$ cat src/hdl/c6502_pkg.sv
// Shared types, opcodes and flag positions for the 6502 subset executor.
`timescale 1ns / 1ps

package c6502_pkg;

	// Input transaction: one instruction
	typedef struct packed {
		logic [7:0] opcode;
		logic [7:0] operand_low;
		logic [7:0] operand_high;
	} in_item_t;

	// Result transaction: register file after the instruction
	typedef struct packed {
		logic [15:0] next_pc;
		logic [1:0]  bytes_used;
		logic [7:0]  accumulator;
		logic [7:0]  index_x;
		logic [7:0]  status_flags;
		logic [7:0]  stack_pointer;
		logic        mem_write;
		logic [15:0] write_address;
		logic [7:0]  write_data;
		logic [1:0]  run_status;
	} out_item_t;

	// Opcodes
	localparam logic [7:0] OPC_ADC_IMM = 8'h69;
	localparam logic [7:0] OPC_AND_IMM = 8'h29;
	localparam logic [7:0] OPC_CMP_IMM = 8'hC9;
	localparam logic [7:0] OPC_LDA_IMM = 8'hA9;
	localparam logic [7:0] OPC_BPL     = 8'h10;
	localparam logic [7:0] OPC_BMI     = 8'h30;
	localparam logic [7:0] OPC_BVC     = 8'h50;
	localparam logic [7:0] OPC_BVS     = 8'h70;
	localparam logic [7:0] OPC_BCC     = 8'h90;
	localparam logic [7:0] OPC_BCS     = 8'hB0;
	localparam logic [7:0] OPC_BNE     = 8'hD0;
	localparam logic [7:0] OPC_BEQ     = 8'hF0;
	localparam logic [7:0] OPC_CLC     = 8'h18;
	localparam logic [7:0] OPC_CLD     = 8'hD8;
	localparam logic [7:0] OPC_CLI     = 8'h58;
	localparam logic [7:0] OPC_TAX     = 8'hAA;
	localparam logic [7:0] OPC_DEX     = 8'hCA;
	localparam logic [7:0] OPC_NOP     = 8'hEA;
	localparam logic [7:0] OPC_JMP_ABS = 8'h4C;
	localparam logic [7:0] OPC_PHA     = 8'h48;
	localparam logic [7:0] OPC_EXIT    = 8'hEF;

	// Operation class produced by decode
	typedef enum logic [3:0] {
		CLS_ADC,
		CLS_AND,
		CLS_CMP,
		CLS_LDA,
		CLS_BRANCH,
		CLS_CLC,
		CLS_CLD,
		CLS_CLI,
		CLS_TAX,
		CLS_DEX,
		CLS_NOP,
		CLS_JMP,
		CLS_PHA,
		CLS_EXIT,
		CLS_ILLEGAL
	} op_class_t;

	// Flag tested by a branch
	typedef enum logic [1:0] {
		BR_N,
		BR_V,
		BR_C,
		BR_Z
	} br_flag_t;

	// Decoded instruction handed from front to back
	typedef struct packed {
		op_class_t  cls;
		br_flag_t   br_flag;
		logic       br_pol;
		logic [7:0] operand_low;
		logic [7:0] operand_high;
	} dec_item_t;

	// Queue status seen by both ends
	typedef struct packed {
		logic full;
		logic empty;
	} q_stat_t;

	// Queue geometry
	localparam int QDEPTH = 2;
	localparam int QAW    = (QDEPTH > 1) ? $clog2(QDEPTH) : 1;

	// Flag bit positions
	localparam int FLAG_C = 0;
	localparam int FLAG_Z = 1;
	localparam int FLAG_I = 2;
	localparam int FLAG_D = 3;
	localparam int FLAG_V = 6;
	localparam int FLAG_N = 7;

	// Run status codes
	localparam logic [1:0] RUN_OK      = 2'd0;
	localparam logic [1:0] RUN_EXIT    = 2'd1;
	localparam logic [1:0] RUN_ILLEGAL = 2'd2;

	// Reset values
	localparam logic [15:0] START_RESET = 16'h0200;
	localparam logic [7:0]  SP_RESET    = 8'hFF;
	localparam logic [7:0]  FLAGS_RESET = 8'h04;
	localparam logic [7:0]  STACK_PAGE  = 8'h01;

endpackage

$ cat src/hdl/cpu6502_subset_execute.sv
// Top level of the 6502 subset executor: front decode, queue, execute back end.
`timescale 1ns / 1ps

// Executes one 6502 instruction per input transaction (opcode plus up to two
// operand bytes) and returns one result transaction with PC, A, X, SP, flags,
// any PHA stack write and the run status. Sustained rate is one instruction
// per clock while out_stall is low; a result passes the decode register, a
// two-entry queue and the result register. The rate is set by the execute
// stage, which reads and updates the register file in the same cycle. The
// queue lets new instructions be accepted while a result waits in the result
// register. After an exit or an illegal opcode the block reports the frozen
// registers with bytes_used 0 until reset.
// Writing cfg_data loads the program counter; write it only while idle.
module cpu6502_subset_execute (
	input  logic                 clk,
	input  logic                 arst_n,
	input  logic                 in_valid,
	output logic                 in_stall,
	input  c6502_pkg::in_item_t  in_data,
	output logic                 out_valid,
	input  logic                 out_stall,
	output c6502_pkg::out_item_t out_data,
	input  logic                 cfg_we,
	input  logic [15:0]          cfg_data
);
	import c6502_pkg::*;

	q_stat_t   q_stat;
	logic      push;
	logic      pop;
	dec_item_t push_data;
	dec_item_t pop_data;

	c6502_front u_front (
		.clk       (clk),
		.arst_n    (arst_n),
		.in_valid  (in_valid),
		.in_stall  (in_stall),
		.in_data   (in_data),
		.q_stat    (q_stat),
		.push      (push),
		.push_data (push_data)
	);

	c6502_queue u_queue (
		.clk       (clk),
		.arst_n    (arst_n),
		.push      (push),
		.push_data (push_data),
		.pop       (pop),
		.pop_data  (pop_data),
		.q_stat    (q_stat)
	);

	c6502_back u_back (
		.clk       (clk),
		.arst_n    (arst_n),
		.q_stat    (q_stat),
		.item      (pop_data),
		.pop       (pop),
		.out_valid (out_valid),
		.out_stall (out_stall),
		.out_data  (out_data),
		.cfg_we    (cfg_we),
		.cfg_data  (cfg_data)
	);

endmodule

$ cat src/hdl/c6502_front.sv
// Front end: accepts instruction transactions and decodes them into classes.
`timescale 1ns / 1ps

module c6502_front (
	input  logic                 clk,
	input  logic                 arst_n,
	input  logic                 in_valid,
	output logic                 in_stall,
	input  c6502_pkg::in_item_t  in_data,
	input  c6502_pkg::q_stat_t   q_stat,
	output logic                 push,
	output c6502_pkg::dec_item_t push_data
);
	import c6502_pkg::*;

	logic      valid_s1;
	dec_item_t dec_s1;
	dec_item_t dec;

	// Classify the opcode; branches carry flag select and wanted polarity
	always_comb begin
		dec.cls          = CLS_ILLEGAL;
		dec.br_flag      = br_flag_t'(in_data.opcode[7:6]);
		dec.br_pol       = in_data.opcode[5];
		dec.operand_low  = in_data.operand_low;
		dec.operand_high = in_data.operand_high;
		case (in_data.opcode)
			OPC_ADC_IMM: dec.cls = CLS_ADC;
			OPC_AND_IMM: dec.cls = CLS_AND;
			OPC_CMP_IMM: dec.cls = CLS_CMP;
			OPC_LDA_IMM: dec.cls = CLS_LDA;
			OPC_BPL, OPC_BMI, OPC_BVC, OPC_BVS,
			OPC_BCC, OPC_BCS, OPC_BNE, OPC_BEQ: dec.cls = CLS_BRANCH;
			OPC_CLC:     dec.cls = CLS_CLC;
			OPC_CLD:     dec.cls = CLS_CLD;
			OPC_CLI:     dec.cls = CLS_CLI;
			OPC_TAX:     dec.cls = CLS_TAX;
			OPC_DEX:     dec.cls = CLS_DEX;
			OPC_NOP:     dec.cls = CLS_NOP;
			OPC_JMP_ABS: dec.cls = CLS_JMP;
			OPC_PHA:     dec.cls = CLS_PHA;
			OPC_EXIT:    dec.cls = CLS_EXIT;
			default:     dec.cls = CLS_ILLEGAL;
		endcase
	end

	// Hold the decoded transaction until the queue takes it
	assign in_stall  = valid_s1 && q_stat.full;
	assign push      = valid_s1 && !q_stat.full;
	assign push_data = dec_s1;

	always_ff @(posedge clk or negedge arst_n) begin
		if (!arst_n) begin
			valid_s1 <= 1'b0;
		end else if (!in_stall) begin
			valid_s1 <= in_valid;
		end
	end

	always_ff @(posedge clk) begin
		if (in_valid && !in_stall) begin
			dec_s1 <= dec;
		end
	end

endmodule

$ cat src/hdl/c6502_queue.sv
// Short queue of decoded instructions between front and back.
`timescale 1ns / 1ps

module c6502_queue (
	input  logic                 clk,
	input  logic                 arst_n,
	input  logic                 push,
	input  c6502_pkg::dec_item_t push_data,
	input  logic                 pop,
	output c6502_pkg::dec_item_t pop_data,
	output c6502_pkg::q_stat_t   q_stat
);
	import c6502_pkg::*;

	dec_item_t      slot_q [QDEPTH];
	logic [QAW-1:0] wr_ptr_q;
	logic [QAW-1:0] rd_ptr_q;
	logic [QAW:0]   cnt_q;

	assign q_stat.full  = (cnt_q == (QAW+1)'(QDEPTH));
	assign q_stat.empty = (cnt_q == '0);
	assign pop_data     = slot_q[rd_ptr_q];

	// Advance the pointers wrapping at the depth
	function automatic logic [QAW-1:0] bump(input logic [QAW-1:0] p);
		if (p == QAW'(QDEPTH - 1)) begin
			bump = '0;
		end else begin
			bump = p + QAW'(1);
		end
	endfunction

	always_ff @(posedge clk or negedge arst_n) begin
		if (!arst_n) begin
			wr_ptr_q <= '0;
			rd_ptr_q <= '0;
			cnt_q    <= '0;
		end else begin
			if (push) begin
				wr_ptr_q <= bump(wr_ptr_q);
			end
			if (pop) begin
				rd_ptr_q <= bump(rd_ptr_q);
			end
			if (push && !pop) begin
				cnt_q <= cnt_q + (QAW+1)'(1);
			end else if (pop && !push) begin
				cnt_q <= cnt_q - (QAW+1)'(1);
			end
		end
	end

	always_ff @(posedge clk) begin
		if (push) begin
			slot_q[wr_ptr_q] <= push_data;
		end
	end

endmodule

$ cat src/hdl/c6502_back.sv
// Back end: executes decoded instructions on the register file, registers results.
`timescale 1ns / 1ps

module c6502_back (
	input  logic                 clk,
	input  logic                 arst_n,
	input  c6502_pkg::q_stat_t   q_stat,
	input  c6502_pkg::dec_item_t item,
	output logic                 pop,
	output logic                 out_valid,
	input  logic                 out_stall,
	output c6502_pkg::out_item_t out_data,
	input  logic                 cfg_we,
	input  logic [15:0]          cfg_data
);
	import c6502_pkg::*;

	logic [15:0] pc_q;
	logic [7:0]  sp_q;
	logic [7:0]  a_q;
	logic [7:0]  x_q;
	logic [7:0]  p_q;
	logic [1:0]  halt_q;
	logic        out_valid_q;
	out_item_t   out_q;

	logic [15:0] pc_n;
	logic [7:0]  sp_n;
	logic [7:0]  a_n;
	logic [7:0]  x_n;
	logic [7:0]  p_n;
	logic [1:0]  halt_n;
	logic [1:0]  len;
	logic        wr;
	logic [8:0]  sum;
	logic [7:0]  diff;
	logic        br_bit;
	logic [15:0] pc_seq;
	logic [15:0] pc_br;
	out_item_t   res;

	// Update Z and N from a result byte
	function automatic logic [7:0] set_zn(input logic [7:0] p, input logic [7:0] v);
		logic [7:0] f;
		f         = p;
		f[FLAG_Z] = (v == 8'h00);
		f[FLAG_N] = v[7];
		set_zn    = f;
	endfunction

	// Take a new instruction whenever the output register frees up
	assign pop = !q_stat.empty && (!out_valid_q || !out_stall);

	// Branch condition flag
	always_comb begin
		case (item.br_flag)
			BR_N:    br_bit = p_q[FLAG_N];
			BR_V:    br_bit = p_q[FLAG_V];
			BR_C:    br_bit = p_q[FLAG_C];
			BR_Z:    br_bit = p_q[FLAG_Z];
			default: br_bit = p_q[FLAG_Z];
		endcase
	end

	assign sum    = {1'b0, a_q} + {1'b0, item.operand_low} + {8'h00, p_q[FLAG_C]};
	assign diff   = a_q - item.operand_low;
	assign pc_seq = pc_q + 16'd2;
	assign pc_br  = pc_seq + {{8{item.operand_low[7]}}, item.operand_low};

	// Execute one instruction against the current register file
	always_comb begin
		a_n    = a_q;
		x_n    = x_q;
		p_n    = p_q;
		sp_n   = sp_q;
		halt_n = halt_q;
		len    = 2'd0;
		wr     = 1'b0;
		pc_n   = pc_q;
		if (halt_q == RUN_OK) begin
			case (item.cls)
				CLS_ADC: begin
					a_n       = sum[7:0];
					p_n[FLAG_C] = sum[8];
					p_n[FLAG_V] = ~(a_q[7] ^ item.operand_low[7]) & (a_q[7] ^ sum[7]);
					p_n       = set_zn(p_n, sum[7:0]);
					len       = 2'd2;
				end
				CLS_AND: begin
					a_n = a_q & item.operand_low;
					p_n = set_zn(p_q, a_q & item.operand_low);
					len = 2'd2;
				end
				CLS_CMP: begin
					p_n         = set_zn(p_q, diff);
					p_n[FLAG_C] = (a_q >= item.operand_low);
					len         = 2'd2;
				end
				CLS_LDA: begin
					a_n = item.operand_low;
					p_n = set_zn(p_q, item.operand_low);
					len = 2'd2;
				end
				CLS_BRANCH: len = 2'd2;
				CLS_CLC: begin
					p_n[FLAG_C] = 1'b0;
					len         = 2'd1;
				end
				CLS_CLD: begin
					p_n[FLAG_D] = 1'b0;
					len         = 2'd1;
				end
				CLS_CLI: begin
					p_n[FLAG_I] = 1'b0;
					len         = 2'd1;
				end
				CLS_TAX: begin
					x_n = a_q;
					p_n = set_zn(p_q, a_q);
					len = 2'd1;
				end
				CLS_DEX: begin
					x_n = x_q - 8'd1;
					p_n = set_zn(p_q, x_q - 8'd1);
					len = 2'd1;
				end
				CLS_NOP: len = 2'd1;
				CLS_JMP: len = 2'd3;
				CLS_PHA: begin
					wr   = 1'b1;
					sp_n = sp_q - 8'd1;
					len  = 2'd1;
				end
				CLS_EXIT: halt_n = RUN_EXIT;
				default:  halt_n = RUN_ILLEGAL;
			endcase
			// Select the next program counter
			if (item.cls == CLS_BRANCH) begin
				pc_n = (br_bit == item.br_pol) ? pc_br : pc_seq;
			end else if (item.cls == CLS_JMP) begin
				pc_n = {item.operand_high, item.operand_low};
			end else begin
				pc_n = pc_q + {14'd0, len};
			end
		end
	end

	// Assemble the result transaction
	always_comb begin
		res.next_pc       = pc_n;
		res.bytes_used    = len;
		res.accumulator   = a_n;
		res.index_x       = x_n;
		res.status_flags  = p_n;
		res.stack_pointer = sp_n;
		res.mem_write     = wr;
		res.write_address = wr ? {STACK_PAGE, sp_q} : 16'h0000;
		res.write_data    = wr ? a_q : 8'h00;
		res.run_status    = halt_n;
	end

	// Commit architectural state; a configuration write reloads the PC
	always_ff @(posedge clk or negedge arst_n) begin
		if (!arst_n) begin
			pc_q        <= START_RESET;
			sp_q        <= SP_RESET;
			a_q         <= 8'h00;
			x_q         <= 8'h00;
			p_q         <= FLAGS_RESET;
			halt_q      <= RUN_OK;
			out_valid_q <= 1'b0;
		end else begin
			if (pop) begin
				pc_q        <= pc_n;
				sp_q        <= sp_n;
				a_q         <= a_n;
				x_q         <= x_n;
				p_q         <= p_n;
				halt_q      <= halt_n;
				out_valid_q <= 1'b1;
			end else if (!out_stall) begin
				out_valid_q <= 1'b0;
			end
			if (cfg_we) begin
				pc_q <= cfg_data;
			end
		end
	end

	always_ff @(posedge clk) begin
		if (pop) begin
			out_q <= res;
		end
	end

	assign out_valid = out_valid_q;
	assign out_data  = out_q;

endmodule

$ cat config.mk
export PLATFORM = sky130hd
export DESIGN_NAME = cpu6502_subset_execute
export DESIGN_NICKNAME = d
export VERILOG_FILES = /design/src/hdl/c6502_pkg.sv /design/src/hdl/cpu6502_subset_execute.sv /design/src/hdl/c6502_front.sv /design/src/hdl/c6502_queue.sv /design/src/hdl/c6502_back.sv
export SDC_FILE = /design/constraint.sdc
export NUM_CORES = 1
export LEC_CHECK = 0
export BUFFER_PORTS_ARGS = -buffer_cell sky130_fd_sc_hd__buf_2
export CAP_MARGIN = 10
export CORE_MARGIN = 1.5
export CORE_UTILIZATION = 24
export CTS_CLUSTER_SIZE = 8
export DETAILED_ROUTE_END_ITERATION = 6
export HOLD_SLACK_MARGIN = 0.03
export PLACE_DENSITY_LB_ADDON = 0.15
export REMOVE_ABC_BUFFERS = 1
export SETUP_SLACK_MARGIN = 0.4
export SYNTH_ARGS = -nofsm -noshare
export SYNTH_HDL_FRONTEND = slang
export SYNTH_SLANG_ARGS = --single-unit
$ cat constraint.sdc
create_clock -name clk -period 9.15 [get_ports clk]
set_input_delay 1.83 -clock clk [delete_from_list [all_inputs] [get_ports clk]]
set_output_delay 1.83 -clock clk [all_outputs]
set_load 0.01 [all_outputs]
==> results.json <==
{
  "outcome": "complete, no violations",
  "crit_family": "simple AND/OR/NAND/NOR gates",
  "route.detailed.wl_per_inst_um": 19.0,
  "dieHeight_um": 219,
  "die_area_mm2": 0.0478,
  "post_route_cells_drive_above_1_share_pct": 18.8,
  "crit_arrival_ns": 5.00,
  "finalClockSkew_ns": 0.0126,
  "timing.critical_path.slowest_stage_cell": "sky130_fd_sc_hd__mux2i_1",
  "slew_viol_final": 0,
  "hold_path.class": "flip-flop to flip-flop",
  "cellPowerDensity_mw_per_mm2": 362,
  "synth_sequential_area_ratio_pct": 48.8,
  "power.total_uw": 4660,
  "async_reset_ff_share_pct": 28.4,
  "ys_warn_count": 0,
  "flow.area_growth_from_synthesis_pct": 15.3,
  "switching_share_pct": 44.6,
  "synth_cell_type_count": 87,
  "cp-end-kind": "flip-flop",
  "critical-path-max-stage-delay_ns": 0.81,
  "ant_nets": 0,
  "worst_hold_slack_ns": 0.447,
  "drt_first_iter_violations": 539,
  "nets_finish": 1241,
  "ys.flop_type": "sky130_fd_sc_hd__edfxtp_1",
  "reg_clk_slew_reported_paths_ns": 0.07,
  "clock-sinks": 190,
  "netlist_area_mm2": 0.0112,
  "synthesized_area_per_cell_um2": 10.6,
  "numPortBuffers": 114,
  "share_of_the_cycle_needed_by_the_critical_path_after_routing_pct": 52.5,
  "detail_route.vias_per_cell": 4.74,
  "critical_path.most_common_cell": "sky130_fd_sc_hd__nor2_1",
  "detailroute.via_count": 8372,
  "dieWidth_um": 219,
  "crit_path_start_kind": "flip-flop",
  "pwr-share-clk_pct": 15.4,
  "vdd_ir_drop_max_uv": 155,
  "switchingPower_uw": 2080,
  "p_seq_share_pct": 33.9,
  "synth_seq_cells": 190,
  "placeableCoreArea_mm2": 0.0457,
  "grt_first_pass_wirelength_um": 51000,
  "power.internal_uw": 2580,
  "timing.critical_path.cells": "buf_4 > mux2i_1 > o211ai_1 > buf_4 > nand2_1 > nor2_1 > fa_1 > nand3b_1 > or2_2 > nor2_1 > xnor2_1 > a211oi_1 > nor4_1 > nor2_1",
  "postRouteWirelength_um": 33500,
  "grt_overflow_total": 0,
  "design.portCount": 124,
  "post_synth_inst_count": 1058,
  "number_of_flops_mapped_to_enable_cells_by_yosys": 136,
  "rows": 78,
  "reported_max_cap_violation_count": 0,
  "cts_max_path_buffers": 2,
  "gr-usage-all-layers_pct": 14.2,
  "pin_count_of_the_biggest_net_entering_global_routing": 55,
  "worst_ep_required_time_ns": 9.35,
  "tns_ns": 0,
  "vias_in_the_first_global_route": 8207,
  "cts_max_level": 4,
  "cp.buffers_inverters": 2,
  "drt_pre_antenna_iters": 5,
  "floorplan.initialDensity_pct": 24.4,
  "finalHoldViolations": 0,
  "report.final.setup_viol": 0,
  "worstSkewPairLatency_ns": 0.47,
  "maxSlewHeadroom_pct": 30.0,
  "power_frac_comb_pct": 50.6,
  "gp_routability_congestion": 0.872,
  "cts_root_buf": "sky130_fd_sc_hd__clkbuf_16",
  "antenna_found_initial": 1,
  "drt_drc": 0,
  "most_common_cell_after_layout_fill_and_taps_aside": "sky130_fd_sc_hd__edfxtp_1",
  "number_of_hold_buffers_added_after_cts": 0,
  "number_of_antenna_diodes": 0,
  "rsz0062_at_grt": "no",
  "numCtsBuffers": 17,
  "layout_filler_cell_count": 4817,
  "fmax_ghz": 0.208,
  "postCtsResizedCells": 0,
  "worst_pin_slew_ns": 1.05,
  "dp_hpwl_um": 24700,
  "final_cell_mix": "sky130_fd_sc_hd__edfxtp_1 (136), sky130_fd_sc_hd__buf_2 (114), sky130_fd_sc_hd__nand2_1 (102), sky130_fd_sc_hd__nor2_1 (72), sky130_fd_sc_hd__a21oi_1 (54)",
  "path_max_fanout": 33,
  "period_minus_slack_ns": 4.80,
  "timing_worst_setup_path_type": "flip-flop to flip-flop",
  "tritoncts": "built",
  "post_cts_buffers": 0,
  "p_leak_uw": 0.00498
}
worst register-to-register path, stage by stage, from the launching register on:
cell and delay, ns:
sky130_fd_sc_hd__dfrtp_2 0.61, sky130_fd_sc_hd__buf_4 0.42, sky130_fd_sc_hd__mux2i_1 0.82, sky130_fd_sc_hd__o211ai_1 0.17, sky130_fd_sc_hd__buf_4 0.28, sky130_fd_sc_hd__nand2_1 0.18
sky130_fd_sc_hd__nor2_1 0.11, sky130_fd_sc_hd__fa_1 0.48, sky130_fd_sc_hd__nand3b_1 0.26, sky130_fd_sc_hd__or2_2 0.37, sky130_fd_sc_hd__nor2_1 0.12, sky130_fd_sc_hd__xnor2_1 0.14
sky130_fd_sc_hd__a211oi_1 0.09, sky130_fd_sc_hd__nor4_1 0.40, sky130_fd_sc_hd__nor2_1 0.09
worst paths after layout:
check / to / slack (ns) / from / cells past startpoint
min reg2reg: u_queue.slot_q[0][17] / 0.45 / u_front.push_data[17] / 0
max reg2reg: u_back.out_data[71] / 4.35 / u_queue.rd_ptr_q / 14
min in group asynchronous: u_back.pc_q[14] / 1.54 / arst_n / 2
min: u_queue.slot_q[0][17] / 0.45 / u_front.push_data[17] / 0
max: u_back.out_data[71] / 4.35 / u_queue.rd_ptr_q / 14
max in group asynchronous: u_queue.rd_ptr_q / 6.98 / arst_n / 2
metrics by stage:
step           worst slack, ns  util (%)  cell area, µm²  instances
2_1_floorplan             3.83         -           10900       1005
3_3_place_gp              4.49      27.0           12300       1734
3_5_place_dp              4.40      27.0           12300       1734
4_1_cts                   4.37      28.2           12900       1766
5_1_grt                   3.93      28.2           12900       1766
6_report                  4.35      28.2           12900       1766
area by class of cell:
cell class                 instances  area (µm²)  area share, %
multi-input combinational        780        5300           41.2
inverter                          35         134           1.04
sequential                       190        5450           42.3
timing repair buffer             129         683           5.31
clock buffer                      17         425           3.30
clock inverter                    15         131           1.02
tap                              600         751           5.83
layer usage:
metal,wire (µm),track usage [%],part of all wire [%]
met1,16500,20.2,49
met2,15100,21.9,45
met3,1320,2.48,3.9
met4,561,4.47,1.7
met5,10,0,0.030
sequential cells by signal (all words and copies together), names as in the netlist, 2 cells and up:
name / count
u_back.sp_q: 8
u_back.x_q: 8
u_queue.slot_q: 46
u_front.push_data: 23
u_back.pc_q: 16
u_queue.cnt_q: 2
u_back.p_q: 6
u_back.halt_q: 2
u_back.a_q: 8
u_back.out_data: 67
power by group through the flow:
| stage | Combinational [µW] | Sequential [µW] | Clock [µW] |
|---|---|---|---|
| CTS | 2380 | 1590 | 751 |
| floorplan | 1530 | 1610 | 0 |
| global route | 2630 | 1620 | 777 |
| detailed placement | 2360 | 1610 | 0 |
| global placement | 2360 | 1610 | 0 |
| finish | 2360 | 1580 | 719 |
Yosys cell counts (all sizes together), types with 12 or more instances:
| cell | count | area, µm² |
|---|---|---|
| nor2 | 75 | 284 |
| edfxtp | 136 | 4080 |
| and2 | 22 | 138 |
| nor3b | 14 | 105 |
| clkbuf | 28 | 109 |
| nor3 | 21 | 120 |
| a211oi | 12 | 100 |
| ha | 38 | 475 |
| a21oi | 54 | 270 |
| nor4 | 17 | 128 |
| xnor2 | 36 | 315 |
| nor2b | 14 | 87.6 |
| nand3 | 23 | 120 |
| o21ai | 71 | 359 |
| mux2i | 27 | 270 |
| nand2 | 102 | 383 |
| xor2 | 33 | 289 |
| inv | 34 | 128 |
| buf | 33 | 208 |
| mux2 | 24 | 270 |
| nand2b | 18 | 113 |
| dfrtp | 44 | 1100 |
cell families after synthesis:
kind of cell,synth area share (%)
AND/OR/NAND/NOR,16.8
AO/OA/AOI/OAI,14.9
flip-flops,48.8
buffers and inverters,4.01
XOR/XNOR,5.41
multiplexers,4.84
adder cells (fa/ha/maj),5.16
other,0.0336
(Power assumes the default switching activity.)
